**src/wbs_ram.sv**
```systemverilog
// ----------------------------------------------------------------------------
// wbs_ram
// Generic single-write, single-read RAM with registered read data.
// ----------------------------------------------------------------------------
`default_nettype none

module wbs_ram #(
  parameter int WIDTH = 16,
  parameter int DEPTH = 64
) (
  input  wire logic                     clk,
  input  wire logic                     we,
  input  wire logic [$clog2(DEPTH)-1:0] waddr,
  input  wire logic [WIDTH-1:0]         wdata,
  input  wire logic [$clog2(DEPTH)-1:0] raddr,
  output      logic [WIDTH-1:0]         rdata
);

  logic [WIDTH-1:0] mem [DEPTH];

  always_ff @(posedge clk) begin
    if (we) begin
      mem[waddr] <= wdata;
    end
    rdata <= mem[raddr];
  end

endmodule

`default_nettype wire

```
**config.mk**
```make
export PLATFORM = sky130hd
export DESIGN_NAME = wbs_ram
export DESIGN_NICKNAME = d
export VERILOG_FILES = /design/src/wbs_ram.sv
export SDC_FILE = /design/constraint.sdc
export NUM_CORES = 1
export LEC_CHECK = 0
export BUFFER_PORTS_ARGS = -buffer_cell sky130_fd_sc_hd__buf_2
export CORE_MARGIN = 2
export CORE_UTILIZATION = 29
export CTS_CLUSTER_DIAMETER = 100
export DETAILED_ROUTE_END_ITERATION = 7
export SLEW_MARGIN = 0
export SYNTH_ARGS = -nofsm -noshare
export SYNTH_HDL_FRONTEND = slang
export SYNTH_SLANG_ARGS = --single-unit
```
**constraint.sdc**
```tcl
create_clock -name clk -period 4.9 [get_ports clk]
set_input_delay 0.735 -clock clk [delete_from_list [all_inputs] [get_ports clk]]
set_output_delay 0.735 -clock clk [all_outputs]
set_load 0.1 [all_outputs]
```
==> impl_metrics.env, run 1 <==
export IMPL_fin_tns_setup_ns=0
export IMPL_crit_type="primary input to flop"
export IMPL_via_per_inst=4.99
export IMPL_required_ns=5.40
export IMPL_ir_drop_mv=0.260
export IMPL_clock_path_buffers=3
export IMPL_die_w_um=376
export IMPL_h_tree_depth=3
export IMPL_synth_flop_cell="edfxtp_1"
export IMPL_num_io_pins=46
export IMPL_yosysUniqueCellTypes=43
export IMPL_rsz0062_at_grt="false"
export IMPL_portBuffers=45
export IMPL_fmax_ghz=0.328
export IMPL_dr_total_vias=19200
export IMPL_finalClockSkew_ns=0.0232
export IMPL_grt_max_degree=94
export IMPL_start_util=0.292
export IMPL_path_buf_inv=2
export IMPL_crit_family="compound AO/OA/AOI/OAI gates"
export IMPL_avgSynthCellArea_um2=21.9
export IMPL_cap_violations=0
export IMPL_r2r_end="rdata[3]"
export IMPL_cts_tree="yes"
export IMPL_wire_per_inst_um=25.3
export IMPL_place_congestion=0.793
export IMPL_ys_seq_area_frac=0.776
export IMPL_rows=136
export IMPL_slowest_delay_ns=0.56
export IMPL_core_area_mm2=0.137
export IMPL_fp_dieH_um=376
export IMPL_drive_gt1_frac=0.266
export IMPL_period_share=0.622
export IMPL_grt_overflow_total=0
export IMPL_rr_startpoint="mem[11][3]"
export IMPL_syn_inst=1829
export IMPL_instances_no_fill=3841
export IMPL_grt_usage=0.136
export IMPL_place_hpwl_um=56400
export IMPL_synth_largest_area_cell="edfxtp_1"
export IMPL_setup_slack_ns=1.85
export IMPL_area_growth_pct=14.7
export IMPL_maxSlewViolCount=0
export IMPL_postCtsSetupRepairBufs=0
export IMPL_yosys_warnings=0
export IMPL_dieArea_mm2=0.141
export IMPL_finalHoldViolCount=0
export IMPL_power_density_mw_per_mm2=407
export IMPL_final_antenna_net_count=0
export IMPL_yosys_top_cells_area="edfxtp_1 77%, mux4_2 12%, mux2i_1 2.1%, dfxtp_1 0.80%, mux2_2 0.76%"
export IMPL_hold_path_depth=2
export IMPL_critPathSlowestCell="mux4_2"
export IMPL_async_reset_ff_frac=0
export IMPL_clk_pin_slew_ns=0.06
export IMPL_hp_start="wdata[8]"
export IMPL_crit_path_start_kind="primary input"
export IMPL_synth_top_cell_area_share=0.768
export IMPL_insertion_delay_ns=0.67
export IMPL_pre_cts_slack_ns=1.15
export IMPL_cts_root_buffer="clkbuf_16"
export IMPL_critical_path_arrival_ns=3.55
export IMPL_rrSetupSlack_ns=2.59
export IMPL_cp_cell_sequence="buf_8 > buf_12 > mux4_2 > nor2b_1 > a211o_1 > a31oi_1 > a311oi_1"
export IMPL_dr_pass1_iters=5
export IMPL_hp_class="primary input to flop"
export IMPL_grt_pass1_wl_um=140000
export IMPL_drc=0
export IMPL_crit_fanout=64
export IMPL_synth_area_mm2=0.0400
export IMPL_cts_hold_buf=0
export IMPL_synth_enable_flop_cells=1024
export IMPL_finalNetCount=1994
export IMPL_fin_util=0.335
export IMPL_p_leak_nw=14.3
export IMPL_grt_pass1_vias=19400
export IMPL_worstMarginPinSlew_ns=1.30
export IMPL_min_period_ns=3.05
export IMPL_drtIter0Drc=2260
export IMPL_routed_wl_um=97100
export IMPL_setup_viol=0
export IMPL_ys_seq_elements=1040
export IMPL_syn_nets=1859
export IMPL_dp_cells=3652
export IMPL_cts_made_buffers=104
export IMPL_rr_worst_depth=5
export IMPL_antenna_found_initial=8
export IMPL_worst_hold_path_endpoint="mem[55][8]"
export IMPL_cts_sinks=1040
export IMPL_relSlewSlack=0.128
export IMPL_critPathCaptureType="flop"
export IMPL_post_cts_resized=0
export IMPL_status="complete, no violations"
sequential cells by signal, indices dropped and copies added (netlist names):
signal / cells
mem: 1024
rdata: 16
cells in the mapped netlist (2+ instances only):
cell / number
buf_4: 13
clkbuf_2: 2
a211oi_1: 8
nor2b_1: 30
nand2b_1: 3
a221o_1: 6
nand2_1: 59
buf_12: 5
mux2_2: 27
mux4_1: 4
a41oi_1: 5
dfxtp_1: 16
buf_6: 17
buf_8: 3
a21oi_1: 17
clkbuf_1: 24
a311oi_1: 8
mux4_2: 220
nor2_2: 2
buf_2: 36
a31oi_1: 8
nor2_1: 72
nor3_1: 2
buf_1: 3
mux2i_1: 85
and2_1: 2
edfxtp_1: 1024
nor4_2: 3
a22o_1: 6
o21ai_1: 3
nand4_1: 12
nand3_1: 24
a211o_1: 8
a22oi_1: 39
o21ai_0: 5
a221oi_1: 16
and4_1: 5
nand3b_1: 2
power by group:
part | total [mW] | internal (mW) | switching (mW)
clock network | 7.78 | 4.52 | 3.26
registers | 9.89 | 9.85 | 0.0367
logic | 1.03 | 0.319 | 0.713
total | 18.7 | 14.7 | 4.01
layout make-up:
class / instances / area [µm²]
antenna: 2 / 5.00
timing repair buffer: 133 / 987
tap: 1794 / 2240
clock inverter: 53 / 528
fill: 12700 / 91400
clock buffer: 134 / 2820
sequential: 1040 / 31100
multi-input combinational: 685 / 8280
layout by cell type, fill, tap and decap left out, types with 12 or more instances in the layout:
cell type / netlist / layout
clkinv_2: 0 / 20
clkinv_1: 0 / 18
nor2b_1: 30 / 27
clkbuf_16: 0 / 107
dfxtp_1: 16 / 16
nand2_1: 59 / 59
mux2_2: 27 / 27
nand3_1: 24 / 24
clkbuf_1: 24 / 23
a21oi_1: 17 / 17
a221oi_1: 16 / 16
mux2i_1: 85 / 85
buf_2: 36 / 42
edfxtp_1: 1024 / 1024
nor2_1: 72 / 66
mux4_2: 220 / 220
nand4_1: 12 / 12
a22oi_1: 39 / 39
buf_4: 13 / 82
worst reg2reg max path, cell delays in order, from the launching register on:
cell and delay (ns):
edfxtp_1 0.36, mux4_2 0.47, nor2b_1 0.14, a211o_1 0.35
a31oi_1 0.72, a311oi_1 0.11
worst max path at each step:
stage | cells after the start | startpoint | endpoint | slack [ns]
after CTS | 7 | raddr[0] | rdata[9] | 1.84
after floorplan | 4 | waddr[3] | mem[48][0] | 2.13
final | 7 | raddr[0] | rdata[9] | 1.85
after global placement | 7 | raddr[0] | rdata[9] | 1.17
after detailed placement | 7 | raddr[0] | rdata[9] | 1.15
after global routing | 7 | raddr[0] | rdata[9] | 1.57
cell families after synthesis:
group | synth area share
AOI/OAI and AO/OA | 0.0241
and+or+nand+nor | 0.0265
buffers and inverters | 0.0183
muxes | 0.155
DFF | 0.776
layer usage:
layer	GRT usage	part of all wire	vias to the layer above	wire [µm]
met1	0.181	0.40	10300	39300
met5	0	0.00057	-	55
met4	0.0297	0.019	8	1850
li1	-	-	7946	-
met3	0.0287	0.079	141	7640
met2	0.229	0.50	750	48300
metrics by stage:
stage,total power [mW],cell area (µm²),hold WS [ns]
detailed placement,11.1,42600,0.864
floorplan,10.7,40000,0.750
CTS,18.8,45900,0.739
global route,19.2,45900,0.737
global placement,11.1,42600,0.870
finish,18.7,45900,0.724
(Power assumes the default switching activity.)
==> inputs of run 2 (changes only) <==
- clock period: 4.9 -> 2.67 ns (I/O delays scaled with it)
==> run 2 against run 1 <==
Clock power up 81%. Routed wire length up 1.8%. Via count up 2.3%. Critical endpoint is now rdata[12].
==> impl_metrics.env, run 2 (synthesized netlist as in run 1, its figures left out) <==
export IMPL_status="complete, no violations"
export IMPL_crit_start="rdata[12]"
export IMPL_routed_wl_um=98800
export IMPL_cts_made_buffers=102
export IMPL_min_period_ns=2.18
export IMPL_cts_sinks=1040
export IMPL_drtIter0Drc=1986
export IMPL_grt_max_degree=65
export IMPL_die_w_um=376
export IMPL_drive_gt1_frac=0.305
export IMPL_cts_hold_buf=0
export IMPL_reg_largest_list="mem (1024), rdata (16)"
export IMPL_drc=0
export IMPL_grt_pass1_vias=20100
export IMPL_largest_reg_flops=1024
export IMPL_path_buf_inv=1
export IMPL_final_antenna_net_count=0
export IMPL_rsz0062_at_grt="false"
export IMPL_cts_root_buffer="clkbuf_16"
export IMPL_cp_cell_sequence="buf_2"
export IMPL_critical_path_arrival_ns=1.78
export IMPL_via_per_inst=4.94
export IMPL_start_util=0.292
export IMPL_antenna_found_initial=19
export IMPL_num_io_pins=46
export IMPL_finalHoldViolCount=0
export IMPL_h_tree_depth=3
export IMPL_pre_cts_slack_ns=-0.0508
export IMPL_place_hpwl_um=62600
export IMPL_portBuffers=45
export IMPL_finalNetCount=2117
export IMPL_mostFrequentLayoutCells="1024 x edfxtp_1, 220 x mux4_2, 188 x buf_4"
export IMPL_critPathCaptureType="primary output"
export IMPL_final_common_cell="edfxtp_1"
export IMPL_clk_pin_slew_ns=0.07
export IMPL_hp_class="primary input to flop"
export IMPL_fmax_ghz=0.460
export IMPL_wire_per_inst_um=24.9
export IMPL_dp_cells=3777
export IMPL_crit_path_start_kind="flop"
export IMPL_maxSlewViolCount=0
export IMPL_period_share=0.815
export IMPL_rows=136
export IMPL_p_leak_nw=14.9
export IMPL_grt_pass1_wl_um=142000
export IMPL_dr_pass1_iters=5
export IMPL_dieArea_mm2=0.141
export IMPL_setup_viol=0
export IMPL_finalClockSkew_ns=0.0269
export IMPL_top_register="mem"
export IMPL_worstMarginPinSlew_ns=0.935
export IMPL_cts_tree="yes"
export IMPL_fp_dieH_um=376
export IMPL_cap_violations=0
export IMPL_relSlewSlack=0.377
export IMPL_core_area_mm2=0.137
export IMPL_grt_overflow_total=0
export IMPL_ir_drop_mv=0.447
export IMPL_place_congestion=0.829
export IMPL_instances_no_fill=3967
export IMPL_hp_start="wdata[14]"
export IMPL_clock_path_buffers=3
export IMPL_insertion_delay_ns=0.67
export IMPL_slowest_delay_ns=0.59
export IMPL_fin_util=0.342
export IMPL_fin_tns_setup_ns=0
export IMPL_setup_slack_ns=0.494
export IMPL_power_density_mw_per_mm2=730
export IMPL_crit_type="flop to primary output"
export IMPL_crit_family="flip-flops"
export IMPL_rr_startpoint="mem[23][0]"
export IMPL_required_ns=2.27
export IMPL_critPathSlowestCell="dfxtp_1"
export IMPL_crit_fanout=1
export IMPL_postCtsSetupRepairBufs=0
export IMPL_dr_total_vias=19600
export IMPL_post_cts_resized=0
export IMPL_area_growth_pct=17.5
export IMPL_grt_usage=0.139
==> run 2: cell types whose count changed in the layout (fill, tap and decap cells not counted), sizes merged <==
cell    before  now
clkbuf     134  126
diode        2    1
clkinv      40   51
inv          2    1
buf        133  258
==> run 2: cell type report <==
type | count | area, µm²
fillers | 12600 | 90300
repair buffers | 258 | 2160
diodes | 1 | 2.50
flip-flops and latches | 1040 | 31100
multi-input cells | 685 | 8250
clock buffers | 126 | 2760
clock inverters | 63 | 543
well taps | 1794 | 2240
==> run 2: through the flow <==
stage	hold WS, ns	cell area [µm²]	total power [mW]
final	0.173	47000	34.3
after global routing	0.153	47000	35.3
after CTS	0.144	47000	34.6
after detailed placement	0.847	43700	20.6
after global placement	0.842	43700	20.5
after floorplan	0.499	40000	19.6
==> run 2: metal layers <==
metal	track usage	up-vias	routed length (µm)
li1	-	8202	-
met1	0.185	10500	41100
met2	0.225	709	47200
met3	0.0325	187	7610
met4	0.0409	16	2850
met5	0	-	107
==> run 2: where the power goes <==
group	switching, mW	total [mW]	leakage (nW)	internal, mW
Sequential	0.0661	18.1	9.35	18.1
Combinational	1.35	2.07	3.97	0.727
Clock	5.95	14.1	1.63	8.18
==> run 2: path summary, 6_finish.rpt <==
check | end | slack (ns) | depth (start not counted)
worst max register to register | rdata[0] | 0.50 | 6
worst min-delay path | mem[23][14] | 0.17 | 1
worst max-delay path | rdata[12] | 0.49 | 1
worst min register to register | rdata[15] | 0.91 | 3
